`src/hw/rtl/pfa_pkg.sv`:
```
// Page frame allocator: shared types and codes.
// Request/response payload structs, kind and status codes, controller states.
// No dependencies.
package pfa_pkg;

  localparam int FRAME_W  = 15;
  localparam int COUNT_W  = 8;
  localparam int FREE_W   = 16;
  localparam int STATUS_W = 3;
  localparam int KIND_W   = 2;

  typedef enum logic [KIND_W-1:0] {
    KIND_ALLOC   = 2'd0,
    KIND_RELEASE = 2'd1,
    KIND_ADD_REF = 2'd2,
    KIND_DROP    = 2'd3
  } pfa_kind_t;

  typedef enum logic [STATUS_W-1:0] {
    STAT_OK          = 3'd0,
    STAT_OOM         = 3'd1,
    STAT_NOT_USABLE  = 3'd2,
    STAT_DOUBLE_FREE = 3'd3,
    STAT_SATURATED   = 3'd4
  } pfa_status_t;

  typedef struct packed {
    pfa_kind_t          kind;
    logic [FRAME_W-1:0] frame;
  } pfa_in_t;

  typedef struct packed {
    pfa_status_t        status;
    logic [FRAME_W-1:0] result_frame;
    logic [COUNT_W-1:0] ref_count;
    logic [FREE_W-1:0]  free_frames;
  } pfa_out_t;

  typedef enum logic {
    ST_IDLE = 1'b0,
    ST_EXEC = 1'b1
  } pfa_state_t;

endpackage

```
`src/hw/rtl/pfa_fill.sv`:
```
// Page frame allocator: reset fill sweep over the count and stack memories.
// One frame per cycle after reset and after each first-usable-frame write.
// Depends on pfa_pkg.
module pfa_fill #(
  parameter int NUM_FRAMES = 32768,
  parameter int FW         = 15
) (
  input  logic                        clk,
  input  logic                        rst_n,
  input  logic                        start,
  input  logic [pfa_pkg::FRAME_W-1:0] first_usable,
  output logic                        busy,
  output logic [FW-1:0]               cnt_addr,
  output logic                        cnt_below,
  output logic                        stk_we,
  output logic [FW-1:0]               stk_addr,
  output logic [FW-1:0]               stk_data
);
  import pfa_pkg::*;

  localparam logic [FW-1:0] LAST = FW'(NUM_FRAMES - 1);

  logic          busy_r;
  logic [FW-1:0] idx_r;
  logic [31:0]   idx32;
  logic [31:0]   fu32;
  logic [31:0]   rel32;

  always_ff @(posedge clk) begin
    if (!rst_n) begin
      busy_r <= 1'b1;
      idx_r  <= '0;
    end else if (start) begin
      busy_r <= 1'b1;
      idx_r  <= '0;
    end else if (busy_r) begin
      if (idx_r == LAST) begin
        busy_r <= 1'b0;
      end
      idx_r <= idx_r + FW'(1);
    end
  end

  always_comb begin
    idx32     = 32'(idx_r);
    fu32      = 32'(first_usable);
    rel32     = idx32 - fu32;
    busy      = busy_r;
    cnt_addr  = idx_r;
    cnt_below = idx32 < fu32;
    stk_we    = busy_r && (idx32 >= fu32);
    stk_addr  = rel32[FW-1:0];
    stk_data  = idx_r;
  end

endmodule

```
`config.mk`:
```
export PLATFORM = sky130hd
export DESIGN_NAME = pfa_fill
export DESIGN_NICKNAME = d
export VERILOG_FILES = /design/src/hw/rtl/pfa_pkg.sv /design/src/hw/rtl/pfa_fill.sv
export SDC_FILE = /design/constraint.sdc
export NUM_CORES = 1
export LEC_CHECK = 0
export BUFFER_PORTS_ARGS = -buffer_cell sky130_fd_sc_hd__buf_2
export CAP_MARGIN = 40
export CORE_MARGIN = 5
export CORE_UTILIZATION = 53
export DETAILED_ROUTE_END_ITERATION = 10
export PLACE_DENSITY = 0.95
export SLEW_MARGIN = 10
export SYNTH_ARGS = -nofsm -noshare
export SYNTH_HDL_FRONTEND = slang
export SYNTH_SLANG_ARGS = --single-unit
```
`constraint.sdc`:
```
create_clock -name clk -period 6.4 [get_ports clk]
set_clock_uncertainty 0.05 [all_clocks]
set_input_delay 1.28 -clock clk [delete_from_list [all_inputs] [get_ports clk]]
set_output_delay 1.28 -clock clk [all_outputs]
set_load 0.01 [all_outputs]
```
==> results.json <==
{
  "wire_length_on_met1_mm": 1.66,
  "rows": 20,
  "post-route-min-period_ns": 4.60,
  "count_of_buffers_added_by_post_cts_timing_repair_for_setup": 0,
  "synth.area.top_cells": "sky130_fd_sc_hd__dfxtp_1 20%, sky130_fd_sc_hd__ha_1 12%, sky130_fd_sc_hd__xor2_1 7.0%",
  "multi_input_area_mm2": 0.00110,
  "synthesis.nets": 253,
  "power_switching_mw": 0.0593,
  "synth.yosys.seq_area_share": 0.196,
  "min-delay-path-class": "flop to flop",
  "clk-insertion-delay-late_ns": 0.28,
  "antenna_found_initial": 0,
  "final_layout_setup_total_negative_slack_ns": 0,
  "p_per_area_mw_per_mm2": 109,
  "antenna_cells": 0,
  "cts.htree.levels": 1,
  "fillCellCount": 277,
  "cell_internal_pwr_mw": 0.146,
  "outcome": "completed",
  "timing_max_transition_violations_final": 0,
  "ys_seq_elements": 16,
  "power.leakage_nw": 0.977,
  "global_route.usage.total": 0.188,
  "setup.worst_path.class": "input port to output port",
  "dp.cells": 294,
  "grt_pass1_wl_mm": 6.53,
  "clock_path_buffers": 2,
  "yosys.area.top_type_share": 0.196,
  "remaining_drcs": 0,
  "fp.dieW_um": 65.5,
  "routed_wire_length_per_instance_um": 13.1,
  "dr_wl_met2_mm": 1.94,
  "area_delta_synth_final_pct": 15.1,
  "grt_max_degree": 17,
  "met3_length_um": 228,
  "worstMarginPinSlew_ns": 0.564,
  "setup_viol": 0,
  "critical_path_required_ns": 5.07,
  "layout.cells.non_filler": 297,
  "post_synthesis_cell_type_with_the_largest_combined_area": "sky130_fd_sc_hd__dfxtp_1",
  "cts_tree": "yes",
  "detailroute.via_count": 1684,
  "drv.max_cap_violation_count": 0,
  "synth.yosys.warnings": 0,
  "sw_frac_of_total": 0.289,
  "max-slew-margin-rel": 0.624,
  "cts_hold_buf": 0,
  "proportion_of_layout_cells_with_a_drive_suffix_above_1": 0.265,
  "finalWeightedCongestion": 0.921,
  "dr.pass1.iters": 4,
  "detail_route.iter0.violations": 125,
  "cp-start-kind": "input port",
  "irDropWorstVdd_mv": 0.0918,
  "detail-route-antenna-nets": 0,
  "path_clk_slew_ns": 0.08,
  "final_nets": 301,
  "finalWirelength_mm": 3.89,
  "numCtsBuffers": 3,
  "globalRoute.totalOverflow": 0,
  "regArea_um2": 320,
  "proportion_of_power_drawn_by_combinational_gates": 0.254,
  "pin_count": 66,
  "via_per_inst": 5.67,
  "highest_metal_layer_with_signal_wires": "met4",
  "synth.lib_cells_used.distinct": 43,
  "seq_power_share": 0.494,
  "coreArea_mm2": 0.00300,
  "crit_path_max_fanout": 3,
  "number_of_synthesized_flops_with_an_enable_pin": 0,
  "initial_utilization": 0.545,
  "dp.final_hpwl_mm": 3.12,
  "cts.sinks": 16,
  "clock.fmax_ghz": 0.217,
  "ys.flop_type": "sky130_fd_sc_hd__dfxtp_1",
  "period_share": 0.720,
  "cts_root_buf": "sky130_fd_sc_hd__clkbuf_4",
  "postSynth.asyncResetShare": 0,
  "rsz0062_at_grt": "false",
  "worst_setup_path_end_kind": "output port",
  "synth_cells": 218,
  "post_cts_resized": 0,
  "grt_pass1_vias": 1486,
  "wp_data_arrival_ns": 3.27,
  "io_buffer_count": 65,
  "syn_area_mm2": 0.00164,
  "final_hold_viol_count": 0,
  "clock_power_share": 0.252,
  "die_extent_in_y_um": 65.5,
  "syn_avg_cell_area_um2": 7.50,
  "die-area_mm2": 0.00430
}
cells in the final DEF (no fill, tap or decap), types with 2 or more instances in the layout:
cell type                  synthesis  final
sky130_fd_sc_hd__a21o_1            2      2
sky130_fd_sc_hd__a21oi_1          10     10
sky130_fd_sc_hd__a311oi_1          2      2
sky130_fd_sc_hd__a31oi_1           2      2
sky130_fd_sc_hd__and4_1            2      2
sky130_fd_sc_hd__buf_2             2     65
sky130_fd_sc_hd__clkbuf_4          0      3
sky130_fd_sc_hd__dfxtp_1          16     16
sky130_fd_sc_hd__ha_1             16     16
sky130_fd_sc_hd__inv_1            19     19
sky130_fd_sc_hd__nand2_1          11     11
sky130_fd_sc_hd__nand2b_1          4      4
sky130_fd_sc_hd__nand3_1           9      9
sky130_fd_sc_hd__nand3b_1          2      2
sky130_fd_sc_hd__nand4_1           5      5
sky130_fd_sc_hd__nor2_1           29     29
sky130_fd_sc_hd__nor2b_1           5      5
sky130_fd_sc_hd__nor3_1            4      4
sky130_fd_sc_hd__nor4b_1           2      2
sky130_fd_sc_hd__o21a_1            3      3
sky130_fd_sc_hd__o21ai_0          10     10
sky130_fd_sc_hd__o41ai_1           2      2
sky130_fd_sc_hd__or3_1             3      3
sky130_fd_sc_hd__xnor2_1           8      8
sky130_fd_sc_hd__xor2_1           13     13
sequential cells by signal (all words and copies together) (netlist names):
name,count
busy,1
cnt_addr,15
path summary, 6_finish.rpt:
check | start | end | slack [ns] | depth (start not counted)
setup / recovery | first_usable[0] | stk_addr[10] | 1.80 | 10
hold / removal | cnt_addr[5] | cnt_addr[5] | 0.53 | 2
setup reg to reg | cnt_addr[1] | cnt_addr[14] | 4.54 | 7
hold reg to reg | cnt_addr[5] | cnt_addr[5] | 0.53 | 2
final cells by class:
class,count,share of cell area
multi-input combinational,161,0.585
timing repair buffer,65,0.173
sequential,16,0.170
inverter,19,0.0379
tap,33,0.0219
clock buffer,3,0.0120
through the flow:
step	hold slack [ns]	cell area (µm²)	setup slack [ns]	total power, mW	utilization
3_5_place_dp	0.502	1860	1.81	0.156	0.620
5_1_grt	0.579	1880	1.67	0.217	0.627
3_3_place_gp	0.497	1860	1.85	0.154	0.620
6_report	0.528	1880	1.80	0.205	0.627
2_1_floorplan	0.489	1640	2.16	0.138	-
4_1_cts	0.518	1880	1.79	0.207	0.627
cells by family after synthesis:
| kind of cell | Yosys count | synth area share |
|---|---|---|
| mux | 1 | 0.00612 |
| flops | 16 | 0.196 |
| buf+inv | 41 | 0.130 |
| compound gates | 41 | 0.169 |
| xor+xnor | 21 | 0.112 |
| simple gates | 81 | 0.252 |
| fa+ha+maj | 17 | 0.135 |
per-layer routing:
layer  vias to the layer above  track usage
met5                         -            0
met4                         0       0.0725
met3                         7       0.0256
met2                        52        0.315
met1                       785        0.242
li1                        840            -
critical path, cell delays in order:
cell and delay [ns]:
sky130_fd_sc_hd__buf_2 0.10, sky130_fd_sc_hd__ha_1 0.20, sky130_fd_sc_hd__fa_1 0.44, sky130_fd_sc_hd__nor2b_4 0.14
sky130_fd_sc_hd__o31a_1 0.16, sky130_fd_sc_hd__o21ai_0 0.11, sky130_fd_sc_hd__a21oi_1 0.28, sky130_fd_sc_hd__nor4b_1 0.10
sky130_fd_sc_hd__a311o_1 0.32, sky130_fd_sc_hd__buf_2 0.14
power by group through the flow:
stage                     registers, mW  logic [mW]  clock network (mW)
after global routing              0.101      0.0587              0.0573
final                             0.101      0.0521              0.0515
after global placement            0.104      0.0508                   0
after CTS                         0.101      0.0524              0.0530
after detailed placement          0.104      0.0522                   0
after floorplan                   0.104      0.0345                   0
synthesized netlist by cell type, drive strengths merged, types with 2 or more instances:
cell    count
xnor2       8
xor2       13
nand2      11
nor4b       2
nor2b       6
o41ai       2
a21o        2
a211oi      2
or3         3
inv        19
a311oi      2
and4        2
ha         16
nor3        4
nor2       29
a21oi      10
clkbuf      5
o21a        3
nand3       9
a31oi       2
buf        17
nand2b      4
o21ai      10
nand3b      2
dfxtp      16
nand4       5
Note: power is estimated with default switching activity, not from simulation.
