## src/hw/rtl/pfa_pkg.sv

```systemverilog
// Page frame allocator: shared types and codes.
// Request/response payload structs, kind and status codes, controller states.
// No dependencies.
package pfa_pkg;

  localparam int FRAME_W  = 15;
  localparam int COUNT_W  = 8;
  localparam int FREE_W   = 16;
  localparam int STATUS_W = 3;
  localparam int KIND_W   = 2;

  typedef enum logic [KIND_W-1:0] {
    KIND_ALLOC   = 2'd0,
    KIND_RELEASE = 2'd1,
    KIND_ADD_REF = 2'd2,
    KIND_DROP    = 2'd3
  } pfa_kind_t;

  typedef enum logic [STATUS_W-1:0] {
    STAT_OK          = 3'd0,
    STAT_OOM         = 3'd1,
    STAT_NOT_USABLE  = 3'd2,
    STAT_DOUBLE_FREE = 3'd3,
    STAT_SATURATED   = 3'd4
  } pfa_status_t;

  typedef struct packed {
    pfa_kind_t          kind;
    logic [FRAME_W-1:0] frame;
  } pfa_in_t;

  typedef struct packed {
    pfa_status_t        status;
    logic [FRAME_W-1:0] result_frame;
    logic [COUNT_W-1:0] ref_count;
    logic [FREE_W-1:0]  free_frames;
  } pfa_out_t;

  typedef enum logic {
    ST_IDLE = 1'b0,
    ST_EXEC = 1'b1
  } pfa_state_t;

endpackage

```

## src/hw/rtl/pfa_step.sv

```systemverilog
// Page frame allocator: decision logic for one request.
// Takes the read count and stack top, gives the response and the write-back.
// Depends on pfa_pkg.
module pfa_step #(
  parameter int NUM_FRAMES = 32768,
  parameter int MAX_REFS   = 255,
  parameter int FW         = 15,
  parameter int DW         = 16,
  parameter int CW         = 8
) (
  input  pfa_pkg::pfa_in_t            req,
  input  logic [pfa_pkg::FRAME_W-1:0] first_usable,
  input  logic [CW-1:0]               cnt,
  input  logic [FW-1:0]               top_frame,
  input  logic [DW-1:0]               depth,
  output pfa_pkg::pfa_out_t           rsp,
  output logic                        cnt_we,
  output logic [FW-1:0]               cnt_addr,
  output logic [CW-1:0]               cnt_wdata,
  output logic                        push,
  output logic [FW-1:0]               push_frame,
  output logic [DW-1:0]               depth_nxt
);
  import pfa_pkg::*;

  logic [31:0] f32;
  logic [31:0] fu32;
  logic [31:0] c32;
  logic [31:0] frame32;
  logic [31:0] count32;
  logic [31:0] depth32;
  pfa_status_t status;

  always_comb begin
    f32        = 32'(req.frame);
    fu32       = 32'(first_usable);
    c32        = 32'(cnt);
    frame32    = f32;
    count32    = c32;
    status     = STAT_OK;
    cnt_we     = 1'b0;
    cnt_addr   = f32[FW-1:0];
    cnt_wdata  = cnt;
    push       = 1'b0;
    push_frame = f32[FW-1:0];
    depth_nxt  = depth;
    priority if (req.kind == KIND_ALLOC) begin
      if (depth == '0) begin
        status  = STAT_OOM;
        frame32 = '0;
        count32 = '0;
      end else begin
        depth_nxt = depth - DW'(1);
        frame32   = 32'(top_frame);
        count32   = 32'd1;
        cnt_addr  = top_frame;
        cnt_we    = 1'b1;
        cnt_wdata = CW'(1);
      end
    end else if (f32 >= 32'(NUM_FRAMES)) begin
      status  = STAT_NOT_USABLE;
      count32 = '0;
    end else if (f32 < fu32) begin
      status = STAT_NOT_USABLE;
    end else begin
      unique case (req.kind)
        KIND_RELEASE: begin
          if (c32 == 32'd0) begin
            status = STAT_DOUBLE_FREE;
          end else if (c32 == 32'd1) begin
            cnt_we    = 1'b1;
            cnt_wdata = '0;
            count32   = '0;
            if (32'(depth) < 32'(NUM_FRAMES)) begin
              push      = 1'b1;
              depth_nxt = depth + DW'(1);
            end
          end else begin
            cnt_we    = 1'b1;
            cnt_wdata = CW'(c32 - 32'd1);
            count32   = c32 - 32'd1;
          end
        end
        KIND_ADD_REF: begin
          if (c32 == 32'd0) begin
            status = STAT_DOUBLE_FREE;
          end else if (c32 >= 32'(MAX_REFS)) begin
            status = STAT_SATURATED;
          end else begin
            cnt_we    = 1'b1;
            cnt_wdata = CW'(c32 + 32'd1);
            count32   = c32 + 32'd1;
          end
        end
        KIND_DROP: begin
          if (c32 <= 32'd1) begin
            status = STAT_DOUBLE_FREE;
          end else begin
            cnt_we    = 1'b1;
            cnt_wdata = CW'(c32 - 32'd1);
            count32   = c32 - 32'd1;
          end
        end
        KIND_ALLOC: begin
        end
      endcase
    end
    depth32          = 32'(depth_nxt);
    rsp.status       = status;
    rsp.result_frame = frame32[FRAME_W-1:0];
    rsp.ref_count    = count32[COUNT_W-1:0];
    rsp.free_frames  = depth32[FREE_W-1:0];
  end

endmodule

```

## config.mk

```make
export PLATFORM = sky130hd
export DESIGN_NAME = pfa_step
export DESIGN_NICKNAME = d
export VERILOG_FILES = /design/src/hw/rtl/pfa_pkg.sv /design/src/hw/rtl/pfa_step.sv
export SDC_FILE = /design/constraint.sdc
export NUM_CORES = 1
export LEC_CHECK = 0
export BUFFER_PORTS_ARGS = -buffer_cell sky130_fd_sc_hd__buf_2
export CORE_MARGIN = 10
export CORE_UTILIZATION = 39
export DETAILED_ROUTE_END_ITERATION = 16
export MAX_ROUTING_LAYER = met4
export PLACE_DENSITY = 0.8
export SYNTH_ARGS = -nofsm -noshare
export SYNTH_HDL_FRONTEND = slang
export SYNTH_SLANG_ARGS = --single-unit
```

## constraint.sdc

```tcl
create_clock -name vclk -period 2.6
set_clock_uncertainty 0.05 [all_clocks]
set_input_delay 0.26 -clock vclk [all_inputs]
set_output_delay 0.26 -clock vclk [all_outputs]
set_load 0.01 [all_outputs]
```

==> results of run 1 <==
==> power by group through the flow <==
stage	clock (mW)	combinational (mW)	sequential [mW]
floorplan	0	0.360	0
detailed placement	0	0.659	0
global route	0	0.803	0
finish	0	0.735	0
CTS	0	0.677	0
global placement	0	0.649	0
==> how the worst max path moves through the flow <==
stage	start	end	slack (ps)	cells past startpoint
2_1_floorplan	depth[2]	rsp[14]	-150	8
3_3_place_gp	depth[3]	rsp[14]	-250	7
3_5_place_dp	depth[3]	depth_nxt[14]	-260	7
4_1_cts	depth[9]	depth_nxt[14]	-100	7
5_1_grt	depth[2]	rsp[3]	-180	9
6_report	depth[2]	depth_nxt[3]	-140	9
==> metrics by stage <==
stage               utilization (%)  setup WS [ps]
floorplan                         -         -146.3
global placement              58.56         -248.3
detailed placement            58.56         -259.7
CTS                           60.25         -99.95
global route                  64.84         -183.1
finish                        64.84         -138.8
==> Yosys cell counts (all sizes together), types with 2 or more instances <==
cell | count | area, µm²
a211oi | 3 | 22.52
o211ai | 6 | 45.04
nor4 | 11 | 68.82
o21ai | 17 | 92.59
or2 | 4 | 25.02
nor2b | 3 | 18.77
o311ai | 6 | 52.55
o22ai | 2 | 12.51
o32ai | 2 | 17.52
nand4 | 7 | 43.79
inv | 21 | 78.83
a31oi | 6 | 37.54
nor2 | 17 | 63.81
or3 | 5 | 31.28
nand2b | 7 | 43.79
a21o | 4 | 30.03
ha | 20 | 250.2
xor2 | 3 | 26.28
a22o | 14 | 122.6
o31ai | 3 | 22.52
or4b | 2 | 20.02
o31a | 2 | 17.52
o21bai | 2 | 15.01
and3 | 9 | 56.30
nor3 | 12 | 60.06
and2 | 3 | 18.77
buf | 36 | 264.0
nand3 | 11 | 55.05
or4 | 5 | 41.29
and4 | 2 | 17.52
clkbuf | 18 | 67.56
nand2 | 72 | 270.3
a21oi | 23 | 115.1
xnor2 | 10 | 87.58
==> per-layer routing <==
metal / share of wire [%] / vias to the layer above / global-route usage (%) / routed length (µm)
met5: 0 / - / - / 0
met4: 0.97 / 0 / 1.678 / 108
met3: 9.5 / 10 / 4.792 / 1057
met2: 49 / 186 / 35.94 / 5462
met1: 41 / 1636 / 24.12 / 4522
li1: - / 1747 / - / -
==> logic make-up (layout without fill, tap and decap cells) <==
logic type                 count (synthesis)  in the layout  share of synthesized area [%]
xor gates and xnor gates                  13             13                          4.812
buffers and inverters                     75            254                          17.35
adders and majority gates                 20             20                          10.58
AOI/OAI and AO/OA                        105            105                          31.31
and+or+nand+nor                          172            172                          35.96
==> layout make-up <==
class,instances,area [µm²],area share (%)
timing repair buffer,233,1426,37.16
inverter,21,78.83,2.053
tap,75,93.84,2.445
multi-input combinational,310,2240,58.34
==> what timing repair did <==
item	in CTS	in global routing
buffers inserted	2	4
resized for setup	18	53
setup endpoints to repair	70	76
cloned	1	1
pin swaps	8	29
hold buffers	0	0
==> results.yml, run 1 <==
run_status:
  run_status: "finished, violations left"
  failed_checks: "negative setup slack"
critical_path:
  cp_max_fo: 7
  crit_chain: "buf_6, or4_4, or4b_4, o21ai_4, buf_6, nor4_4, a31oi_1, xnor2_1, buf_2"
  endpoint_kind: "output port"
  startpoint_type: "input pin"
  worstSetupPathType: "in2out"
  arrival_ps: 2430
  cpMaxStageDelayCell: "or4b_4"
  critical_path_required_ps: 2290
  crit_top_cell: "buf_6"
  cp_slowest_stage_delay_ps: 630
  crit_buf_inv: 3
  critical-path-top-delay-family: "simple AND/OR/NAND/NOR gates"
synth:
  synth_area_mm2: 0.002366
  synth_nets: 476
  synth_cells: 385
  synth_warnings: 0
  synth_seq_area_share_pct: 0
  avgSynthCellArea_um2: 6.146
  synth.distinct_cells: 57
sta:
  finalHoldViolCount: 0
  worstMarginPinSlew_ps: 493.1
  setup_violations: 62
  relSlewSlack_pct: 66.82
  slew_violations: 0
  rsz0062_at_grt: "yes"
  layout_setup_ws_ps: -138.8
  fmax_ghz: 0.3651
  hold-worst-slack_ps: 707.3
  finalCritPeriodShare_pct: 105.3
  setup_tns_ps: -3557
  period_needed_ps: 2739
grt:
  grt_pass1_vias: 3565
  gr-total-overflow: 0
  grt_max_degree: 23
  grt_pass1_wl_um: 17010
  antenna_found_initial: 0
  grt_usage_pct: 20.55
min_path:
  min_path_type: "in2out"
  min_path_cells: 2
  worstHoldStart: "req[8]"
  min_to: "push_frame[8]"
drt:
  drt-initial-drc-count: 160
  drt-vias-per-instance: 5.601
  ant_nets: 0
  wl_per_cell_um: 17.45
  vias: 3579
  drc: 0
  wirelength_um: 11150
  dr.pass1.iters: 5
final_layout:
  antenna_cells: 0
  final_common_cell: "buf_2"
  fin_cells: 639
  final_layout_size_suffix_gt1_share_pct: 50.89
  nFillCells: 539
  synthToLayoutAreaGrowth_pct: 62.24
  clkbuf_count: 0
  final_cell_mix: "161 x buf_2, 66 x nand2_1, 59 x buf_4"
  post-route-cell-area_mm2: 0.003839
  regArea_um2: 0
  seq_cell_count: 0
  final_nets: 657
power_and_ir_drop:
  p_int_mw: 0.3314
  finalPower_mw: 0.7352
  ir_drop_mv: 0.1175
  power.density_mw_per_mm2: 191.5
  swShare_pct: 54.92
  pwr-share-clk_pct: 0
  p_leak_nw: 1.954
  switchingPower_mw: 0.4038
  seq_power_share_pct: 0
  pwr-share-comb_pct: 100.0
place:
  hpwl_um: 8828
  io_buffers: 169
  routabilityCongestion: 0.9191
  placed_area_mm2: 0.003467
  post-place-cells: 632
die:
  core-area_mm2: 0.005921
  dieArea_mm2: 0.009582
  start_util_pct: 39.96
  num_io_pins: 169
  die_w_um: 97.89
  die_h_um: 97.89
  num_rows: 28
flow_run:
  drv_cap: 0
Note: power is estimated with default switching activity, not from simulation.
==> run 2: changes to the inputs <==
--- a/config.mk
+++ b/config.mk
@@ -6,7 +6,7 @@
 export NUM_CORES = 1
 export LEC_CHECK = 0
 export BUFFER_PORTS_ARGS = -buffer_cell sky130_fd_sc_hd__buf_2
-export CORE_MARGIN = 10
+export CORE_MARGIN = 5
 export CORE_UTILIZATION = 39
 export DETAILED_ROUTE_END_ITERATION = 16
 export MAX_ROUTING_LAYER = met4
==> run 2 against run 1 <==
  * The run still ends with negative setup slack left
  * Combinational power down 4.9%
  * Cell count up 0.31%
  * Maximum frequency up 0.50%
  * Total power fell by 5.0%
  * Utilization shrank 0.47 points
  * Critical path depth unchanged
  * Global-route usage grew 3.9 points
  * Sequential share of layout area unchanged
  * Die area fell by 19%
  * Hold slack got worse by 0.74 ps
  * Flip-flop and latch count unchanged
  * First-iteration DRC count up 29%
  * Critical endpoint is now rsp[3]
  * Largest power group unchanged
==> results.yml, run 2 (synthesis results as in run 1) <==
critical_path:
  cp_max_fo: 8
  crit_buf_inv: 3
  cp_slowest_stage_delay_ps: 610
  endpoint_kind: "output port"
  worstSetupPathType: "in2out"
  crit_chain: "buf_6, or4_4, or4b_4, o21ai_4, buf_8, nor4_4, a31oi_1, xnor2_1, buf_2"
  arrival_ps: 2420
  critical-path-top-delay-family: "simple AND/OR/NAND/NOR gates"
  cpMaxStageDelayCell: "or4b_4"
  critical_path_required_ps: 2290
  crit_path_start: "depth[9]"
  startpoint_type: "input pin"
grt:
  grt_pass1_wl_um: 15460
  grt_usage_pct: 24.43
  grt_max_degree: 26
  grt_pass1_vias: 3442
  antenna_found_initial: 0
  gr-total-overflow: 0
sta:
  finalCritPeriodShare_pct: 104.8
  fmax_ghz: 0.3670
  relSlewSlack_pct: 63.77
  slew_violations: 0
  worstMarginPinSlew_ps: 538.5
  setup_violations: 60
  period_needed_ps: 2725
  rsz0062_at_grt: "yes"
  finalHoldViolCount: 0
  layout_setup_ws_ps: -125.1
drt:
  wirelength_um: 10290
  wl_per_cell_um: 16.05
  ant_nets: 0
  vias: 3615
  drc: 0
  drt-initial-drc-count: 206
  dr.pass1.iters: 4
  drt-vias-per-instance: 5.640
final_layout:
  synthToLayoutAreaGrowth_pct: 61.08
  final_cell_mix: "166 x buf_2, 72 x nand2_1, 63 x buf_4"
  nFillCells: 546
  antenna_cells: 0
  fin_util_pct: 64.37
  post-route-cell-area_mm2: 0.003811
  multi_input_area_mm2: 0.002246
  final_layout_size_suffix_gt1_share_pct: 50.88
  clkbuf_count: 0
  final_common_cell: "buf_2"
  final_nets: 659
  regArea_um2: 0
  seq_cell_count: 0
die:
  core-area_mm2: 0.005921
  num_io_pins: 169
  start_util_pct: 39.96
  dieArea_mm2: 0.007725
  num_rows: 28
  die_h_um: 87.89
  die_w_um: 87.89
run_status:
  failed_checks: "negative setup slack"
  run_status: "finished, violations left"
min_path:
  worstHoldStart: "req[0]"
  min_path_type: "in2out"
cts:
  holdBufCountCts: 0
place:
  hpwl_um: 7952
  routabilityCongestion: 0.9327
  io_buffers: 169
  placed_area_mm2: 0.003475
power_and_ir_drop:
  ir_drop_mv: 0.1568
  p_leak_nw: 1.961
  power.density_mw_per_mm2: 183.3
flow_run:
  drv_cap: 0
-- run 2: cell types whose count changed in the layout (fill, tap and decap cells not counted), moves of 3 or more --
cell     previous run  this run
buf_2             161       166
buf_4              59        63
buf_6              10         3
nand2_1            66        72
nand2_2             4         0
xnor2_1            10         7
xnor2_2             0         3
-- run 2: final timing paths --
check / to / slack (ps) / cells past startpoint
worst max-delay path: rsp[3] / -130 / 9
worst min-delay path: push_frame[0] / 710 / 2
-- run 2: layout make-up --
class,count,share of cell area (%)
Multi-Input combinational cell,310,58.93
Timing Repair Buffer,235,36.54
Tap cell,75,2.462
Inverter,21,2.068
-- run 2: stage by stage --
step	setup slack (ps)	hold slack [ps]	total power [mW]	std cells	TNS, ps
after CTS	-109.0	706.8	0.6656	636	-1046
after floorplan	-146.3	533.8	0.3598	385	-270.0
after detailed placement	-295.3	706.8	0.6491	633	-11640
after global placement	-251.0	707.0	0.6397	633	-10640
after global routing	-204.0	722.2	0.7601	641	-7559
final	-125.1	706.6	0.6986	641	-3415
-- run 2: layer usage --
metal,vias up,wire (µm),GRT usage (%)
li1,1750,-,-
met1,1686,4209,29.40
met2,163,5156,44.66
met3,16,806,2.352
met4,0,119,3.487
met5,-,0,-
-- run 2: where the power goes --
part           switching, mW  internal (mW)  total, mW  leakage [nW]
registers                  0              0          0             0
logic                  0.389          0.310      0.699          1.96
clock network              0              0          0             0
-- run 2: repair_timing --
item	4_1_cts	5_1_grt
pin swaps	9	15
gates resized for setup	20	40
setup endpoints to repair	73	65
gates cloned	0	0
setup buffers	3	7
endpoints found under the hold margin	0	0
